**config.mk**
```make
export PLATFORM = sky130hd
export DESIGN_NAME = depth_frame_reassembler_top
export DESIGN_NICKNAME = d
export VERILOG_FILES = /design/src/rtl/core/dfr_pkg.sv /design/src/rtl/core/dfr_cfg_regs.sv /design/src/rtl/core/dfr_core.sv /design/src/rtl/core/depth_frame_reassembler_top.sv
export SDC_FILE = /design/constraint.sdc
export NUM_CORES = 1
export LEC_CHECK = 0
export ABC_AREA = 0
export BUFFER_PORTS_ARGS = -buffer_cell sky130_fd_sc_hd__buf_2
export CORE_MARGIN = 1
export CORE_UTILIZATION = 55
export CTS_CLUSTER_SIZE = 30
export DETAILED_ROUTE_END_ITERATION = 7
export PLACE_DENSITY = 0.82
export SYNTH_ARGS = -nofsm -noshare
export SYNTH_HDL_FRONTEND = slang
export SYNTH_SLANG_ARGS = --single-unit
```
**constraint.sdc**
```tcl
create_clock -name clk -period 5.86 [get_ports clk]
set_input_delay 0.586 -clock clk [delete_from_list [all_inputs] [get_ports clk]]
set_output_delay 0.586 -clock clk [all_outputs]
set_load 0.02 [all_outputs]
```
**src/rtl/core/dfr_pkg.sv**
```systemverilog
// Shared types and constants for the depth frame reassembler.
// Used by dfr_cfg_regs, dfr_core and depth_frame_reassembler_top; no dependencies.
`default_nettype none

package dfr_pkg;

    // Default sizing of the slot ring and the fill counter.
    localparam int DEF_SLOTS     = 32;
    localparam int DEF_FILL_BITS = 24;

    // Fixed field widths of the beats.
    localparam int LEN_W    = 16;
    localparam int MAGIC_W  = 8;
    localparam int IMG_W    = 32;
    localparam int SUBSEQ_W = 16;
    localparam int SLOT_W   = 5;
    localparam int OFFS_W   = 24;
    localparam int CAP_W    = 24;

    // Footer codes.
    localparam logic [SUBSEQ_W-1:0] END_SUBSEQ   = 16'd9;
    localparam logic [MAGIC_W-1:0]  FOOTER_MAGIC = 8'h00;

    // Register map.
    localparam int          CFG_ADDR_W     = 3;
    localparam logic        REG_IMAGE_SIZE = 1'b0;
    localparam logic        REG_FRAME_CAP  = 1'b1;
    localparam logic [CAP_W-1:0] CAP_RESET = 24'hFFFFFF;

    // Configuration values seen by the datapath.
    typedef struct packed {
        logic [IMG_W-1:0] image_size;
        logic [CAP_W-1:0] frame_capacity;
    } dfr_cfg_t;

    // One result beat.
    typedef struct packed {
        logic              append_ok;
        logic [SLOT_W-1:0] write_slot;
        logic [OFFS_W-1:0] write_offset;
        logic              frame_done;
        logic [SLOT_W-1:0] done_slot;
        logic [OFFS_W-1:0] done_length;
        logic              overrun;
        logic              bad_footer;
        logic              in_sync;
    } dfr_result_t;

endpackage

`default_nettype wire

```
**src/rtl/core/dfr_cfg_regs.sv**
```systemverilog
// APB-style configuration registers: image size and frame capacity.
// Depends on dfr_pkg for the register map and the dfr_cfg_t struct.
`default_nettype none

module dfr_cfg_regs
    import dfr_pkg::*;
(
    input  wire logic                  clk,
    input  wire logic                  rst_n,
    input  wire logic                  psel,
    input  wire logic                  penable,
    input  wire logic                  pwrite,
    input  wire logic [CFG_ADDR_W-1:0] paddr,
    input  wire logic [31:0]           pwdata,
    output logic      [31:0]           prdata,
    output logic                       pready,
    output dfr_cfg_t                   cfg
);

    logic [IMG_W-1:0] image_size_reg;
    logic [CAP_W-1:0] frame_cap_reg;
    logic             reg_sel;
    logic             wr_en;

    // Register index is the word address.
    assign reg_sel = paddr[2];
    assign wr_en   = psel && penable && pwrite;
    assign pready  = 1'b1;

    // Register writes in the access phase.
    always_ff @(posedge clk or negedge rst_n)
    begin
        if (!rst_n)
        begin
            image_size_reg <= '0;
            frame_cap_reg  <= CAP_RESET;
        end
        else if (wr_en)
        begin
            unique case (reg_sel)
                REG_IMAGE_SIZE: image_size_reg <= pwdata;
                REG_FRAME_CAP:  frame_cap_reg  <= pwdata[CAP_W-1:0];
                default:        image_size_reg <= image_size_reg;
            endcase
        end
    end

    // Read data mux.
    always_comb
    begin
        unique case (reg_sel)
            REG_IMAGE_SIZE: prdata = image_size_reg;
            REG_FRAME_CAP:  prdata = {{(32-CAP_W){1'b0}}, frame_cap_reg};
            default:        prdata = '0;
        endcase
    end

    assign cfg = '{image_size: image_size_reg, frame_capacity: frame_cap_reg};

endmodule

`default_nettype wire

```
**src/rtl/core/dfr_core.sv**
```systemverilog
// Reassembly datapath: input register, one pass of sync/fill/commit logic, result register.
// Depends on dfr_pkg for field widths, footer codes and the cfg/result structs.
`default_nettype none

module dfr_core
    import dfr_pkg::*;
#(
    parameter int SLOTS     = DEF_SLOTS,
    parameter int FILL_BITS = DEF_FILL_BITS
)
(
    input  wire logic                clk,
    input  wire logic                rst_n,
    input  wire dfr_cfg_t            cfg,
    input  wire logic                pkt_valid,
    output logic                     pkt_stall,
    input  wire logic [LEN_W-1:0]    received_length,
    input  wire logic [LEN_W-1:0]    nominal_length,
    input  wire logic [MAGIC_W-1:0]  footer_magic,
    input  wire logic [IMG_W-1:0]    footer_image_length,
    input  wire logic [SUBSEQ_W-1:0] footer_subsequence,
    output logic                     res_valid,
    input  wire logic                res_stall,
    output dfr_result_t              res
);

    localparam int SLOT_BITS = (SLOTS > 1) ? $clog2(SLOTS) : 1;
    localparam int SUM_W     = ((FILL_BITS >= CAP_W) ? FILL_BITS : CAP_W) + 1;
    localparam logic [SLOT_BITS-1:0] LAST_SLOT = SLOT_BITS'(SLOTS - 1);
    localparam logic [SUM_W-1:0]     FILL_MAX  =
        SUM_W'((64'd1 << FILL_BITS) - 64'd1);

    // Input register.
    logic                s1_valid_reg, s1_valid_next;
    logic [LEN_W-1:0]    rlen_reg;
    logic [LEN_W-1:0]    nlen_reg;
    logic [MAGIC_W-1:0]  magic_reg;
    logic [IMG_W-1:0]    flen_reg;
    logic [SUBSEQ_W-1:0] subseq_reg;

    // Reassembly state.
    logic                 sync_reg, sync_next;
    logic [SLOT_BITS-1:0] slot_reg, slot_next;
    logic [FILL_BITS-1:0] fill_reg, fill_next;

    // Result register.
    logic        out_valid_reg, out_valid_next;
    dfr_result_t result_reg, result_next;

    logic             pkt_take;
    logic             out_free;
    logic             s1_move;
    logic [SUM_W-1:0] cap_eff;
    logic [SUM_W-1:0] fill_sum;

    // Handshake: the result register frees when empty or when its beat is taken.
    assign out_free  = !out_valid_reg || !res_stall;
    assign s1_move   = s1_valid_reg && out_free;
    assign pkt_stall = s1_valid_reg && !out_free;
    assign pkt_take  = pkt_valid && !pkt_stall;

    always_comb
    begin
        s1_valid_next = s1_valid_reg;
        if (pkt_take)
        begin
            s1_valid_next = 1'b1;
        end
        else if (s1_move)
        begin
            s1_valid_next = 1'b0;
        end

        out_valid_next = out_valid_reg;
        if (s1_move)
        begin
            out_valid_next = 1'b1;
        end
        else if (!res_stall)
        begin
            out_valid_next = 1'b0;
        end
    end

    // Effective capacity is limited by what the fill counter can hold.
    assign cap_eff  = (SUM_W'(cfg.frame_capacity) > FILL_MAX) ? FILL_MAX
                                                              : SUM_W'(cfg.frame_capacity);
    assign fill_sum = SUM_W'(fill_reg) + SUM_W'(rlen_reg);

    // Append, overrun check, then footer check on a closing packet.
    always_comb
    begin
        result_next = '0;
        sync_next   = sync_reg;
        slot_next   = slot_reg;
        fill_next   = fill_reg;

        if (rlen_reg != '0)
        begin
            if (sync_reg)
            begin
                if (fill_sum > cap_eff)
                begin
                    result_next.overrun = 1'b1;
                    sync_next           = 1'b0;
                    fill_next           = '0;
                end
                else
                begin
                    result_next.append_ok    = 1'b1;
                    result_next.write_slot   = SLOT_W'(slot_reg);
                    result_next.write_offset = OFFS_W'(fill_reg);
                    fill_next                = FILL_BITS'(fill_sum);
                end
            end

            if (rlen_reg != nlen_reg)
            begin
                if (magic_reg != FOOTER_MAGIC || flen_reg != cfg.image_size)
                begin
                    result_next.bad_footer = 1'b1;
                    sync_next              = 1'b0;
                    fill_next              = '0;
                end
                else if (subseq_reg == END_SUBSEQ)
                begin
                    // Commit with the fill as left by the append step above.
                    result_next.frame_done  = 1'b1;
                    result_next.done_slot   = SLOT_W'(slot_reg);
                    result_next.done_length = OFFS_W'(fill_next);
                    sync_next               = 1'b1;
                    slot_next               = (slot_reg == LAST_SLOT) ? '0
                                                                      : slot_reg + SLOT_BITS'(1);
                    fill_next               = '0;
                end
            end
        end

        result_next.in_sync = sync_next;
    end

    // Control and state registers.
    always_ff @(posedge clk or negedge rst_n)
    begin
        if (!rst_n)
        begin
            s1_valid_reg  <= 1'b0;
            out_valid_reg <= 1'b0;
            sync_reg      <= 1'b0;
            slot_reg      <= '0;
            fill_reg      <= '0;
        end
        else
        begin
            s1_valid_reg  <= s1_valid_next;
            out_valid_reg <= out_valid_next;
            if (s1_move)
            begin
                sync_reg <= sync_next;
                slot_reg <= slot_next;
                fill_reg <= fill_next;
            end
        end
    end

    // Payload registers.
    always_ff @(posedge clk)
    begin
        if (pkt_take)
        begin
            rlen_reg   <= received_length;
            nlen_reg   <= nominal_length;
            magic_reg  <= footer_magic;
            flen_reg   <= footer_image_length;
            subseq_reg <= footer_subsequence;
        end
        if (s1_move)
        begin
            result_reg <= result_next;
        end
    end

    assign res_valid = out_valid_reg;
    assign res       = result_reg;

endmodule

`default_nettype wire

```
**src/rtl/core/depth_frame_reassembler_top.sv**
```systemverilog
// Depth frame reassembler: a packet beat goes through the input and result registers.
// Throughput one packet beat per cycle unless res_stall holds the result register;
// the state update loop (fill add, capacity compare, footer check) sets that figure.
// Asynchronous active-low reset clears sync, slot, fill and all valid flags;
// image_size resets to 0 and frame_capacity to 0xFFFFFF.
// Depends on dfr_pkg, dfr_cfg_regs and dfr_core.
`default_nettype none

module depth_frame_reassembler_top
    import dfr_pkg::*;
#(
    parameter int SLOTS     = DEF_SLOTS,
    parameter int FILL_BITS = DEF_FILL_BITS
)
(
    input  wire logic                  clk,
    input  wire logic                  rst_n,
    // Configuration port.
    input  wire logic                  psel,
    input  wire logic                  penable,
    input  wire logic                  pwrite,
    input  wire logic [CFG_ADDR_W-1:0] paddr,
    input  wire logic [31:0]           pwdata,
    output logic      [31:0]           prdata,
    output logic                       pready,
    // Packet descriptor channel.
    input  wire logic                  pkt_valid,
    output logic                       pkt_stall,
    input  wire logic [LEN_W-1:0]      received_length,
    input  wire logic [LEN_W-1:0]      nominal_length,
    input  wire logic [MAGIC_W-1:0]    footer_magic,
    input  wire logic [IMG_W-1:0]      footer_image_length,
    input  wire logic [SUBSEQ_W-1:0]   footer_subsequence,
    // Result channel.
    output logic                       res_valid,
    input  wire logic                  res_stall,
    output logic                       append_ok,
    output logic      [SLOT_W-1:0]     write_slot,
    output logic      [OFFS_W-1:0]     write_offset,
    output logic                       frame_done,
    output logic      [SLOT_W-1:0]     done_slot,
    output logic      [OFFS_W-1:0]     done_length,
    output logic                       overrun,
    output logic                       bad_footer,
    output logic                       in_sync
);

    dfr_cfg_t    cfg;
    dfr_result_t res;

    // Configuration registers.
    dfr_cfg_regs u_cfg_regs (
        .clk     (clk),
        .rst_n   (rst_n),
        .psel    (psel),
        .penable (penable),
        .pwrite  (pwrite),
        .paddr   (paddr),
        .pwdata  (pwdata),
        .prdata  (prdata),
        .pready  (pready),
        .cfg     (cfg)
    );

    // Reassembly datapath.
    dfr_core #(
        .SLOTS     (SLOTS),
        .FILL_BITS (FILL_BITS)
    ) u_core (
        .clk                 (clk),
        .rst_n               (rst_n),
        .cfg                 (cfg),
        .pkt_valid           (pkt_valid),
        .pkt_stall           (pkt_stall),
        .received_length     (received_length),
        .nominal_length      (nominal_length),
        .footer_magic        (footer_magic),
        .footer_image_length (footer_image_length),
        .footer_subsequence  (footer_subsequence),
        .res_valid           (res_valid),
        .res_stall           (res_stall),
        .res                 (res)
    );

    // Result beat fields.
    assign append_ok    = res.append_ok;
    assign write_slot   = res.write_slot;
    assign write_offset = res.write_offset;
    assign frame_done   = res.frame_done;
    assign done_slot    = res.done_slot;
    assign done_length  = res.done_length;
    assign overrun      = res.overrun;
    assign bad_footer   = res.bad_footer;
    assign in_sync      = res.in_sync;

endmodule

`default_nettype wire
```
## Word level (Yosys, flattened, before mapping)

Cells that the tools add are included.

- Add/subtract/negate cells: 2
- Multiply operators: 0
- Div/mod/pow operators: 0
- Order comparisons: 1
- Eq/ne operators: 5
- Shifts and indexed selects: 0
- Multiplexer cells: 21
- Bitwise gates (word level): 6
- Reductions and logical operators: 23

Operator list:

| cell | number |
|---|---|
| 24-bit 2-to-1 mux | 5 |
| 32-bit one-hot mux with 2 select lines | 1 |
| 30-bit 2-to-1 mux | 2 |
| 32-bit != test | 1 |
| 24-bit by 16-bit adder with 25-bit output | 1 |
| 25-bit by 24-bit greater-than comparator with 1-bit output | 1 |
| 16-bit by 4-bit equality test with 1-bit output (second input constant) | 1 |
| 16-bit != test | 1 |
| 16-bit nonzero test | 1 |
| 1-bit 2-to-1 mux | 12 |
| 2-bit AND reduction | 5 |
| 8-bit nonzero test | 1 |
| 1-bit NOT | 6 |
| 3-bit OR reduction | 2 |
| 5-bit by 1-bit adder with 5-bit output (second input constant) | 1 |
| 5-bit equality test (second input constant) | 1 |
| 1-bit logical AND | 5 |
| 5-bit 2-to-1 mux | 1 |
| 5-bit AND reduction | 1 |
| 1-bit logical NOT | 4 |
| 4-bit OR reduction | 1 |
| 1-bit logical OR | 2 |
| 2-bit by 1-bit != test with 1-bit output (second input constant) | 1 |
| 2-bit nonzero test | 1 |

- Register bits: 239
- Latch bits: 0
- Bits in writable memories: 0
- Bits in read-only memories: 0
- Output and inout bits: 98
- Logic and storage cells: 79
- Memories kept: 0

## Longest topological paths before layout

- Depth in word-level cells: 8
- Depth in mapped cells: 19
- Mapped depth without buffers: 17

## Modules after synthesis

Synthesis repeated with hierarchy kept, for this count alone.

- Cells, all modules: 825
- Area, all modules: 11332.1 sq um

Modules (own cells, without submodules):

| module | instances | cells each | area an instance (sq um) | seq. area each (sq um) |
|---|---|---|---|---|
| dfr_core | 1 | 668 | 8698.3 | 5335.1 |
| dfr_cfg_regs | 1 | 157 | 2633.8 | 1431.4 |

## Least setup slack after synthesis

Ideal clock, no wire load.

- Kind: reg-to-reg
- Start point: register u_core.rlen_reg[1]
- End point: register u_core.result_reg (netlist bit u_core.res[22]) (data pin)
- Data arrival time: 4172 ps
- Slack: 1553 ps
- Stages on the path, launching flop included: 18
- Path buffers: 1
- Cells stage by stage: edfxtp_1 ha_1 a211oi_1 o21ai_0 o2111ai_1 a22oi_1 o311ai_0 xnor2_1 ha_1 a211oi_1 nor2_1 a2111oi_0 a21oi_1 or3_1 buf_6 nor3_4 or3b_1 nand3_1

- Word-level cells in the longest chain between the ends: 4
- Elaborated cells between the ends (all ways): 9

Ends and longest elaborated chain:

| what | RTL line | text |
|---|---|---|
| start, declared | dfr_core.sv:35 | `logic [LEN_W-1:0] rlen_reg;` |
| start signal, assigned | dfr_core.sv:171 | `rlen_reg <= received_length;` |
| 24-bit by 16-bit adder with 25-bit output | dfr_core.sv:88 | `assign fill_sum = SUM_W'(fill_reg) + SUM_W'(rlen_reg);` |
| 25-bit by 24-bit greater-than comparator with 1-bit output | dfr_core.sv:102 | `if (fill_sum > cap_eff)` |
| 24-bit 2-to-1 mux | dfr_core.sv:102 |  |
| 24-bit 2-to-1 mux | dfr_core.sv:100 | `if (sync_reg)` |
| end signal, assigned | dfr_core.sv:179 | `result_reg <= result_next;` |
| end, declared | dfr_core.sv:48 | `dfr_result_t result_reg, result_next;` |

Several ways; a longest one is shown, not always the timed one.
A chain may end at the register's enable or synchronous reset.

## Final worst setup path

- Start point: register u_core.rlen_reg[2]
- End point: register u_core.result_reg (netlist bit u_core.res[22]) (data pin)

The elaborated chain is that of the path after synthesis.

==> flow_summary.toml <==
[finish]
drive_gt1_frac = 0.3581
final_cells = 1343
diodes = 0
regArea_um2 = 6766
largest_reg_flops = 63
fillers = 1447
syn_to_final_growth_pct = 20.07
multiInputGateArea_um2 = 4059
final_cell_mix = "223 x buf_2, 151 x edfxtp_1, 82 x mux2_2"
layout_commonest_cell = "buf_2"
nNetsFinal = 1233

[cts]
clockBufferDepth = 3
postCtsSetupRepairBufs = 0
post_cts_resized = 0
numCtsBuffers = 24
hold_buffers = 0
root_buffer = "clkbuf_16"
clk_pin_slew_ps = 60
tritoncts = "built"
h-tree-depth = 1
cts.sinks = 239
insertion_delay_ps = 510

[routing]
drt_wl_total_um = 24350
ant_nets = 0
vias = 7368
drc_errors = 0
drtIter0Drc = 370
via_per_inst = 5.486
drt_pass1_iterations = 5
wl_per_cell_um = 18.13

[logic_synthesis]
ys_ff_latch = 239
synth_ff_type = "edfxtp_1"
synthArstFlopShare = 0.3682
synthCells = 830
ys_types = 63
ys_warn_count = 0
seq_area_frac_synth = 0.6085
synth_edf_count = 151
netlist_area_um2 = 11120
synth_nets = 1003
syn_area_per_cell_um2 = 13.40

[timing]
setup_tns_ps = 0
setup_viol = 0
hold_ws_ps = 26.21
relSlewSlack = 0.4513
worstMarginPinSlew_ps = 823.1
fin_crit_sh = 0.9223
clock.fmax_mhz = 185.0
min_period_ps = 5405
slew_violations = 0
grt_setup_unrepaired = "no"
clock_skew_ps = 16.80
finalHoldViolations = 0

[pwr]
p_total_uw = 4303
irDropWorstVdd_mv = 0.3014
p_leak_uw = 0.005694
power.density_nw_per_um2 = 322.3

[placed_design]
post-dp-hpwl_um = 17660
post-place-cells = 1299
gp_congestion = 0.9279
numPortBuffers = 224

[die]
start_util = 0.5658
die-width_um = 144.2
boundaryPins = 228
num_rows = 51
fp.dieH_um = 144.2
core_area_um2 = 19650
die_area_um2 = 20790

[global_routing]
grt_pass1_vias = 7089
grt_remaining_overflow = 0
grt_usage = 0.2346
grt_start_max_net_pins = 67
grt_first_pass_wirelength_um = 37060
antenna_found_initial = 0

[critical_path]
crit_fanout = 12
end_kind = "flop"
cp.required_ps = 6240
crit_arrival_ps = 5790
crit_type = "flop to flop"
reg2reg_slack_ps = 460
cp-start-kind = "flop"

[flow_run]
max-cap-violations = 0

[min_path]
hp-class = "input pin to async pin"

[run_status]
status = "completed"
==> per-stage QoR <==
step | cell area (um2) | worst slack, ps | utilization
final | 13350 | 455.2 | 0.6794
after global routing | 13350 | 136.9 | 0.6794
after CTS | 13350 | 565.4 | 0.6794
after detailed placement | 12520 | 587.4 | 0.6373
after global placement | 12520 | 567.6 | 0.6373
after floorplan | 11120 | 1553 | -
==> worst paths after layout <==
check | from | end | depth (start not counted)
setup / recovery | u_core.rlen_reg[2] | u_core.res[22] | 17
hold / removal | rst_n | u_cfg_regs.image_size_reg[21] | 1
setup reg to reg | u_core.rlen_reg[2] | u_core.res[22] | 17
hold reg to reg | u_core.s1_valid_reg | u_core.res_valid | 1
max in group asynchronous | rst_n | u_core.fill_reg[2] | 2
min in group clk | footer_image_length[0] | u_core.flen_reg[0] | 1
==> synthesized netlist by cell type (22+ instances only) <==
cell type  instances  area, um2
edfxtp_1         151       4534
mux2_2            82      923.4
dfrtp_1           64       1602
xor2_1            54      473.0
ha_1              42      525.5
nor2_1            42      157.7
inv_1             40      150.1
nor4_1            31      193.9
a21oi_1           27      135.1
and2_1            25      156.4
nand2_1           25      93.84
dfstp_2           24      630.6
clkbuf_1          23      86.33
a22oi_1           22      165.2
==> cell type report <==
cell class,count,share of cell area
repair buffers,236,0.09089
clock buffers,32,0.05032
inverters,41,0.01153
multi-input cells,518,0.3040
well taps,265,0.02483
flip-flops and latches,239,0.5067
clock inverters,12,0.01171
==> cell families after synthesis <==
family                     Yosys count  synth area share
DFF                                239            0.6085
and+or+nand+nor                    192           0.09575
AOI/OAI and AO/OA                  130           0.08135
muxes                               83           0.08393
buffers and inverters               73           0.02678
xor gates and xnor gates            69           0.05434
adders and majority gates           43           0.04905
other                                1         0.0003372
==> worst max-delay path, stage by stage, from the launching register on <==
cell and delay, ps:
edfxtp_1 440, ha_1 410, o211ai_1 100, o21ai_0 440, o2111ai_1 270, a22oi_1 460
o311ai_0 210, xnor2_1 410, ha_1 330, a211oi_1 200, nor2_1 80, a2111oi_0 390
a21oi_1 70, or3_1 540, buf_4 260, nor3_4 230, or3b_1 370, nand3_1 80
==> per-layer routing <==
layer  global-route usage  share of wire
met5                    0              0
met4              0.06482          0.024
met3              0.05695          0.069
met2               0.3895           0.48
met1               0.3078           0.42
==> where the power goes <==
part	total (uW)	leakage (uW)	switching (uW)	internal [uW]
Clock	1580	0.000409	606	979
Combinational	626	0.00273	357	269
Sequential	2090	0.00256	104	1990
Total	4300	0.00569	1070	3240
No activity file was read; power rests on OpenSTA's default activity.
